**src/arpc_pkg.sv**
```systemverilog
// ============================================================================
// arpc_pkg
// Shared constants and types for the ARP cache table: table geometry,
// controller states and the command and status groups between the controller
// and the datapath.
// ============================================================================
package arpc_pkg;

    localparam int ENTRIES = 16;
    localparam int IDX_W   = $clog2(ENTRIES);
    localparam int CNT_W   = $clog2(ENTRIES + 1);
    localparam int IP_W    = 32;
    localparam int MAC_W   = 48;
    localparam int SLOT_W  = 4;

    localparam logic OP_LOOKUP = 1'b0;
    localparam logic OP_ADD    = 1'b1;

    typedef enum logic [1:0] {
        ST_IDLE,
        ST_SCAN,
        ST_FIN
    } state_t;

    typedef struct packed {
        logic load;
        logic scan;
        logic commit;
    } cmd_t;

    typedef struct packed {
        logic match;
        logic scan_done;
        logic out_free;
    } sts_t;

endpackage

```
**src/arpc_ctrl.sv**
```systemverilog
// ============================================================================
// arpc_ctrl
// Controller for the ARP cache table: takes a request beat, steps the table
// scan until a match or the end of the filled slots, then commits the result.
// ============================================================================
module arpc_ctrl
(
    input  logic          clk,
    input  logic          rst_n,
    input  logic          req_valid,
    output logic          req_stall,
    input  arpc_pkg::sts_t sts,
    output arpc_pkg::cmd_t cmd
);

    arpc_pkg::state_t state_reg;
    arpc_pkg::state_t state_next;

    always_ff @(posedge clk or negedge rst_n)
    begin
        if (!rst_n)
        begin
            state_reg <= arpc_pkg::ST_IDLE;
        end
        else
        begin
            state_reg <= state_next;
        end
    end

    always_comb
    begin
        state_next = state_reg;
        cmd        = '0;
        req_stall  = 1'b1;
        unique case (state_reg)
            arpc_pkg::ST_IDLE:
            begin
                req_stall = 1'b0;
                if (req_valid)
                begin
                    cmd.load   = 1'b1;
                    state_next = arpc_pkg::ST_SCAN;
                end
            end
            arpc_pkg::ST_SCAN:
            begin
                cmd.scan = 1'b1;
                if (sts.match || sts.scan_done)
                begin
                    state_next = arpc_pkg::ST_FIN;
                end
            end
            arpc_pkg::ST_FIN:
            begin
                if (sts.out_free)
                begin
                    cmd.commit = 1'b1;
                    state_next = arpc_pkg::ST_IDLE;
                end
            end
            default:
            begin
                state_next = arpc_pkg::ST_IDLE;
            end
        endcase
    end

endmodule

```
**src/arpc_dp.sv**
```systemverilog
// ============================================================================
// arpc_dp
// Datapath for the ARP cache table: request registers, entry memory with a
// registered read port, compare stage, fill count and the result register.
// ============================================================================
module arpc_dp
(
    input  logic                           clk,
    input  logic                           rst_n,
    input  arpc_pkg::cmd_t                 cmd,
    output arpc_pkg::sts_t                 sts,
    input  logic                           opcode,
    input  logic [arpc_pkg::IP_W-1:0]      ip_addr,
    input  logic [arpc_pkg::MAC_W-1:0]     mac_addr,
    output logic                           rsp_valid,
    input  logic                           rsp_stall,
    output logic                           hit,
    output logic [arpc_pkg::MAC_W-1:0]     mac_out,
    output logic [arpc_pkg::SLOT_W-1:0]    slot
);

    logic [arpc_pkg::IP_W-1:0]   mem_ip  [arpc_pkg::ENTRIES];
    logic [arpc_pkg::MAC_W-1:0]  mem_mac [arpc_pkg::ENTRIES];

    logic                        op_reg;
    logic [arpc_pkg::IP_W-1:0]   ip_reg;
    logic [arpc_pkg::MAC_W-1:0]  mac_reg;
    logic [arpc_pkg::CNT_W-1:0]  fill_reg;
    logic [arpc_pkg::CNT_W-1:0]  fill_next;
    logic [arpc_pkg::CNT_W-1:0]  rd_idx_reg;
    logic [arpc_pkg::CNT_W-1:0]  rd_idx_next;
    logic [arpc_pkg::IDX_W-1:0]  cmp_idx_reg;
    logic                        cmp_vld_reg;
    logic                        cmp_vld_next;
    logic [arpc_pkg::IP_W-1:0]   rd_ip_reg;
    logic [arpc_pkg::MAC_W-1:0]  rd_mac_reg;
    logic                        found_reg;
    logic [arpc_pkg::IDX_W-1:0]  found_idx_reg;
    logic [arpc_pkg::MAC_W-1:0]  found_mac_reg;
    logic                        out_vld_reg;
    logic                        out_vld_next;
    logic                        hit_reg;
    logic [arpc_pkg::MAC_W-1:0]  mac_out_reg;
    logic [arpc_pkg::SLOT_W-1:0] slot_reg;

    logic                        issue;
    logic                        equal;
    logic                        full;
    logic                        do_write;
    logic [arpc_pkg::IDX_W-1:0]  wr_idx;

    assign issue = cmd.scan && (rd_idx_reg < fill_reg);
    assign full  = (fill_reg == arpc_pkg::CNT_W'(arpc_pkg::ENTRIES));

    always_comb
    begin
        if (op_reg == arpc_pkg::OP_ADD)
        begin
            equal = (rd_ip_reg == ip_reg) || (rd_mac_reg == mac_reg);
        end
        else
        begin
            equal = (rd_ip_reg == ip_reg);
        end
    end

    assign sts.match     = cmp_vld_reg && equal;
    assign sts.scan_done = !cmp_vld_reg && (rd_idx_reg >= fill_reg);
    assign sts.out_free  = !out_vld_reg || !rsp_stall;

    always_comb
    begin
        if (found_reg)
        begin
            wr_idx = found_idx_reg;
        end
        else if (full)
        begin
            wr_idx = '0;
        end
        else
        begin
            wr_idx = fill_reg[arpc_pkg::IDX_W-1:0];
        end
    end

    assign do_write = cmd.commit && (op_reg == arpc_pkg::OP_ADD);

    always_comb
    begin
        fill_next = fill_reg;
        if (do_write && !found_reg && !full)
        begin
            fill_next = fill_reg + 1'b1;
        end
        rd_idx_next = rd_idx_reg;
        if (cmd.load)
        begin
            rd_idx_next = '0;
        end
        else if (issue)
        begin
            rd_idx_next = rd_idx_reg + 1'b1;
        end
        cmp_vld_next = issue;
        if (cmd.commit)
        begin
            out_vld_next = 1'b1;
        end
        else
        begin
            out_vld_next = out_vld_reg && rsp_stall;
        end
    end

    always_ff @(posedge clk or negedge rst_n)
    begin
        if (!rst_n)
        begin
            fill_reg    <= '0;
            rd_idx_reg  <= '0;
            cmp_vld_reg <= 1'b0;
            found_reg   <= 1'b0;
            out_vld_reg <= 1'b0;
        end
        else
        begin
            fill_reg    <= fill_next;
            rd_idx_reg  <= rd_idx_next;
            cmp_vld_reg <= cmp_vld_next;
            out_vld_reg <= out_vld_next;
            if (cmd.load)
            begin
                found_reg <= 1'b0;
            end
            else if (cmd.scan && sts.match)
            begin
                found_reg <= 1'b1;
            end
        end
    end

    always_ff @(posedge clk)
    begin
        if (cmd.load)
        begin
            op_reg  <= opcode;
            ip_reg  <= ip_addr;
            mac_reg <= mac_addr;
        end
        if (issue)
        begin
            rd_ip_reg   <= mem_ip[rd_idx_reg[arpc_pkg::IDX_W-1:0]];
            rd_mac_reg  <= mem_mac[rd_idx_reg[arpc_pkg::IDX_W-1:0]];
            cmp_idx_reg <= rd_idx_reg[arpc_pkg::IDX_W-1:0];
        end
        if (cmd.scan && sts.match)
        begin
            found_idx_reg <= cmp_idx_reg;
            found_mac_reg <= rd_mac_reg;
        end
        if (do_write)
        begin
            mem_ip[wr_idx]  <= ip_reg;
            mem_mac[wr_idx] <= mac_reg;
        end
        if (cmd.commit)
        begin
            hit_reg <= found_reg;
            if (op_reg == arpc_pkg::OP_LOOKUP)
            begin
                mac_out_reg <= found_reg ? found_mac_reg : '0;
                slot_reg    <= found_reg ? arpc_pkg::SLOT_W'(found_idx_reg) : '0;
            end
            else
            begin
                mac_out_reg <= '0;
                slot_reg    <= arpc_pkg::SLOT_W'(wr_idx);
            end
        end
    end

    assign rsp_valid = out_vld_reg;
    assign hit       = hit_reg;
    assign mac_out   = mac_out_reg;
    assign slot      = slot_reg;

endmodule

```
**src/arp_cache_table.sv**
```systemverilog
// ============================================================================
// arp_cache_table
// Sixteen-entry ARP cache that maps IPv4 addresses to Ethernet addresses.
// ============================================================================
// A request beat carries opcode, ip_addr and mac_addr on the req channel; a
// lookup (opcode 0) returns the first filled slot whose IP matches, and an
// add (opcode 1) overwrites the first slot matching by IP or MAC, or else
// fills the next free slot, or slot 0 once the table is full.
// Every request gives one response beat on the rsp channel with hit,
// mac_out and slot.
// One request is worked on at a time. The entry memory is read one slot per
// cycle through its single registered read port, from slot 0 until the scan
// stops on a match or after the last filled slot. The next request is
// accepted in the cycle after the response is loaded.
// Reset empties the table: the fill count goes to zero and no response is
// pending. When the receiver stalls, the response holds in the output
// register; the block finishes the next request and waits for that
// register to free before loading it.
// ============================================================================
module arp_cache_table
(
    input  logic                           clk,
    input  logic                           rst_n,
    input  logic                           req_valid,
    output logic                           req_stall,
    input  logic                           opcode,
    input  logic [arpc_pkg::IP_W-1:0]      ip_addr,
    input  logic [arpc_pkg::MAC_W-1:0]     mac_addr,
    output logic                           rsp_valid,
    input  logic                           rsp_stall,
    output logic                           hit,
    output logic [arpc_pkg::MAC_W-1:0]     mac_out,
    output logic [arpc_pkg::SLOT_W-1:0]    slot
);

    arpc_pkg::cmd_t cmd;
    arpc_pkg::sts_t sts;

    arpc_ctrl u_ctrl
    (
        .clk       (clk),
        .rst_n     (rst_n),
        .req_valid (req_valid),
        .req_stall (req_stall),
        .sts       (sts),
        .cmd       (cmd)
    );

    arpc_dp u_dp
    (
        .clk       (clk),
        .rst_n     (rst_n),
        .cmd       (cmd),
        .sts       (sts),
        .opcode    (opcode),
        .ip_addr   (ip_addr),
        .mac_addr  (mac_addr),
        .rsp_valid (rsp_valid),
        .rsp_stall (rsp_stall),
        .hit       (hit),
        .mac_out   (mac_out),
        .slot      (slot)
    );

endmodule
```
**config.mk**
```make
export PLATFORM = sky130hd
export DESIGN_NAME = arp_cache_table
export DESIGN_NICKNAME = d
export VERILOG_FILES = /design/src/arpc_pkg.sv /design/src/arpc_ctrl.sv /design/src/arpc_dp.sv /design/src/arp_cache_table.sv
export SDC_FILE = /design/constraint.sdc
export NUM_CORES = 1
export LEC_CHECK = 0
export BUFFER_PORTS_ARGS = -buffer_cell sky130_fd_sc_hd__buf_2
export CORE_MARGIN = 2
export CORE_UTILIZATION = 50
export DETAILED_ROUTE_END_ITERATION = 10
export PLACE_DENSITY = 0.66
export SLEW_MARGIN = 20
export SYNTH_ARGS = -nofsm -noshare
export SYNTH_HDL_FRONTEND = slang
export SYNTH_SLANG_ARGS = --single-unit
```
**constraint.sdc**
```tcl
create_clock -name clk -period 7.35 [get_ports clk]
set_input_delay 0.3675 -clock clk [delete_from_list [all_inputs] [get_ports clk]]
set_output_delay 0.3675 -clock clk [all_outputs]
set_load 0.05 [all_outputs]
```
==> key figures <==
Outcome
  • Status: finished, final reports clean

Drt
  • Final wirelength: 129700 µm
  • Antenna viol nets, final: 0
  • Routed via count: 26030
  • Pre-Repair DR Iteration Count: 6
  • Avg WL per Cell: 29.94 µm
  • Via-to-Cell Ratio: 6.010
  • Drt drc: 0
  • Initial detailed-routing violation count: 3070

Global route
  • Gr usage total: 21.99%
  • Grt ovf: 0
  • Number of global-route vias before repair: 26930
  • Gr busiest metal: met2
  • Routing usage on met3: 4.583%
  • M1 GR Usage: 31.15%
  • Global Route met2 Usage: 35.65%
  • First-pass GRT wire length: 188100 µm
  • Largest net degree at the start of global routing: 124
  • Initial antenna violation count: 2

Synthesis
  • Syn_area_per_cell: 24.92 µm²
  • Post-synth EDFFs: 1550
  • Netlist cell types: 40
  • Sequential-to-total area share from yosys stat: 80.33%
  • #FFs+latches synth: 1565
  • Cell area after synthesis: 0.05841 mm²
  • Post-Syn Nets: 2437
  • Async SR Flop Fraction: 0.9585%
  • Dominant synthesized flop cell: edfxtp_1
  • Synth warn: 0
  • Post-Syn Instances: 2344

Die
  • Ports: 140
  • Die X: 345.8 µm
  • Core area: 0.1160 mm²
  • Cell Rows: 125
  • Initial Util: 50.33%
  • Die height: 345.8 µm
  • Die area: 0.1196 mm²

Clock network
  • CTS Hold Bufs: 84
  • CTS max path bufs: 3
  • Clock Pin Slew Worst Setup and Hold Paths: 0.06 ns
  • CTS resizes: 0
  • H-tree depth: 4
  • Root buffer cell: clkbuf_16
  • CTS tree: done
  • Worst-Skew Late Latency: 0.77 ns
  • CTS Sinks: 1565
  • CTS Buf Count: 156
  • Post-CTS setup repair buffer count: 0

Power
  • Leak: 20.89 nW
  • Int Power: 0.01754 W
  • Switching Fraction: 26.32%
  • Sw Pwr: 0.006268 W
  • Comb pwr share: 17.4%
  • Max VDD drop: 243.9 µV
  • PD cells: 354.3 mW/mm²
  • Pwr Total: 0.02381 W
  • Part of the power in registers: 49.0%
  • Clock Power Share: 33.6%

Worst hold path
  • HP Class: in2async

STA
  • RSZ-0062 raised after global routing: no
  • Final Skew: 0.02886 ns
  • Tmin final: 4.346 ns
  • Achievable Freq: 230.1 MHz
  • Slew @ Worst Pin: 1.113 ns
  • Slew Limit Fails: 0
  • Fin crit share: 59.13%
  • Worst slew margin: 25.79%
  • Final Hold Fails: 0
  • Setup violators final: 0

Layout
  • Final cell area excluding filler cells: 0.06720 mm²
  • Top reg by flops: u_dp.mem_mac
  • Area grow syn2layout: 15.06%
  • Final core occ: 57.91%
  • Biggest regs: u_dp.mem_mac x768, u_dp.mem_ip x512
  • Final non-filler cell total: 4331
  • Ratio of cells with drive above 1 in the final layout: 30.03%
  • Largest register FFs: 768
  • Fill cells: 8193
  • Antenna Diode Count: 0
  • Layout Nets: 2771

Critical path
  • R2R setup slack: 3.00 ns
  • Startpoint class of the critical path: register
  • Worst r2r path cells: 7
  • Reg2Reg Capture Point: u_dp.found_mac_reg[29]
  • Crit path max fanout: 38
  • FF-to-FF Start: u_dp.mac_reg[27]
  • Setup crit end kind: register
  • Crit Path Category: reg2reg
  • Worst EP arrival: 4.74 ns
  • Worst path required time: 7.74 ns

Placed design
  • DP HPWL: 65540 µm
  • Placed Cells: 3957
  • Port Buffers: 139
  • Placed inst area: 0.06108 mm²
  • Gp weighted congestion: 0.7554

Flow run
  • Max Cap Viol: 0
logic make-up after synthesis:
| kind of cell | Yosys count | share of synthesized area, % |
|---|---|---|
| AOI/OAI and AO/OA | 31 | 0.3642 |
| xor gates and xnor gates | 83 | 1.245 |
| adders and majority gates | 8 | 0.1714 |
| buffers and inverters | 114 | 1.142 |
| DFF | 1565 | 80.33 |
| muxes | 401 | 15.44 |
| and+or+nand+nor | 142 | 1.307 |
synth_stat cells, types with 3 or more instances:
library cell	n	area [µm²]
edfxtp_1	1550	46540
mux4_2	400	9009
xnor2_1	52	455.4
clkbuf_1	51	191.4
and2_1	49	306.5
xor2_1	31	271.5
buf_6	30	337.8
nor2_1	26	97.59
nand2_1	20	75.07
nand4_1	19	118.9
dfrtp_1	15	375.4
inv_1	13	48.80
buf_2	11	55.05
o21ai_0	10	50.05
nor4_1	9	56.30
buf_1	8	30.03
ha_1	8	100.1
nand3_1	6	30.03
nor3_1	4	20.02
a21o_1	3	22.52
a21oi_1	3	15.01
nand2b_1	3	18.77
o22ai_1	3	18.77
per-layer routing:
| layer | vias up | share of wire (%) |
|---|---|---|
| met1 | 14010 | 41 |
| met3 | 162 | 7.6 |
| met5 | - | 0 |
| met4 | 0 | 1.7 |
| met2 | 1170 | 50 |
| li1 | 10680 | - |
power groups by stage:
stage	combinational [W]	sequential [W]	clock, W
after global routing	0.00440	0.0118	0.00848
after floorplan	0.00299	0.0117	0
after CTS	0.00414	0.0117	0.00813
after detailed placement	0.00408	0.0119	0
final	0.00414	0.0117	0.00800
after global placement	0.00403	0.0118	0
worst max-delay path by stage:
stage,startpoint,to,slack (ns)
finish,u_dp.mac_reg[27],u_dp.found_mac_reg[29],3.00
global route,u_dp.mac_reg[25],u_dp.found_mac_reg[29],2.85
CTS,u_dp.mac_reg[25],u_dp.found_mac_reg[38],2.89
detailed placement,u_dp.mac_reg[25],u_dp.found_mac_reg[30],2.91
global placement,u_dp.ip_reg[30],u_dp.found_mac_reg[30],3.05
floorplan,u_dp.rsp_valid,u_dp.mem_ip[1][0],-0.43
per-stage QoR:
| step | hold WS, ns | worst slack (ns) | setup TNS [ns] |
|---|---|---|---|
| 2_1_floorplan | 0.07191 | -0.4347 | -494.25 |
| 3_3_place_gp | 0.3283 | 3.054 | 0 |
| 3_5_place_dp | 0.3221 | 2.912 | 0 |
| 4_1_cts | 0.03147 | 2.891 | 0 |
| 5_1_grt | 0.08872 | 2.851 | 0 |
| 6_report | 0.09374 | 3.004 | 0 |
worst max-delay path, stage by stage, from the launching register on:
cell	delay (ns)
edfxtp_1	0.60
xnor2_1	0.40
nand4_1	0.30
nor4_1	0.54
nand4_1	0.19
or4_1	0.51
a21oi_4	0.65
buf_4	0.72
layout by cell type, fill, tap and decap left out, drive strengths merged, types with 2 or more instances in the layout:
master and count:
nand2b 3, clkinvlp 2, clkbuf 183, buf 192
xor2 31, inv 23, ha 8, edfxtp 1550
xnor2 52, o22ai 3, a31oi 2, dfrtp 15
nor2 26, bufinv 20, nor4 9, and3 2
dlygate4sd3 84, and2 49, nor3 4, clkinv 73
nand3 6, a21o 3, o21ai 10, nand2 20
nand4 19, a32o 2, mux4 400, a21oi 3
cell type report:
class / instances / area [µm²] / share of cell area, %
Tap cell: 1524 / 1907 / 2.837
Clock buffer: 183 / 4005 / 5.960
Timing Repair Buffer: 276 / 2127 / 3.165
Clock inverter: 104 / 1190 / 1.771
Sequential cell: 1565 / 46940 / 69.84
Multi-Input combinational cell: 665 / 10990 / 16.35
Inverter: 14 / 52.55 / 0.07820
Note: power is estimated with default switching activity, not from simulation.
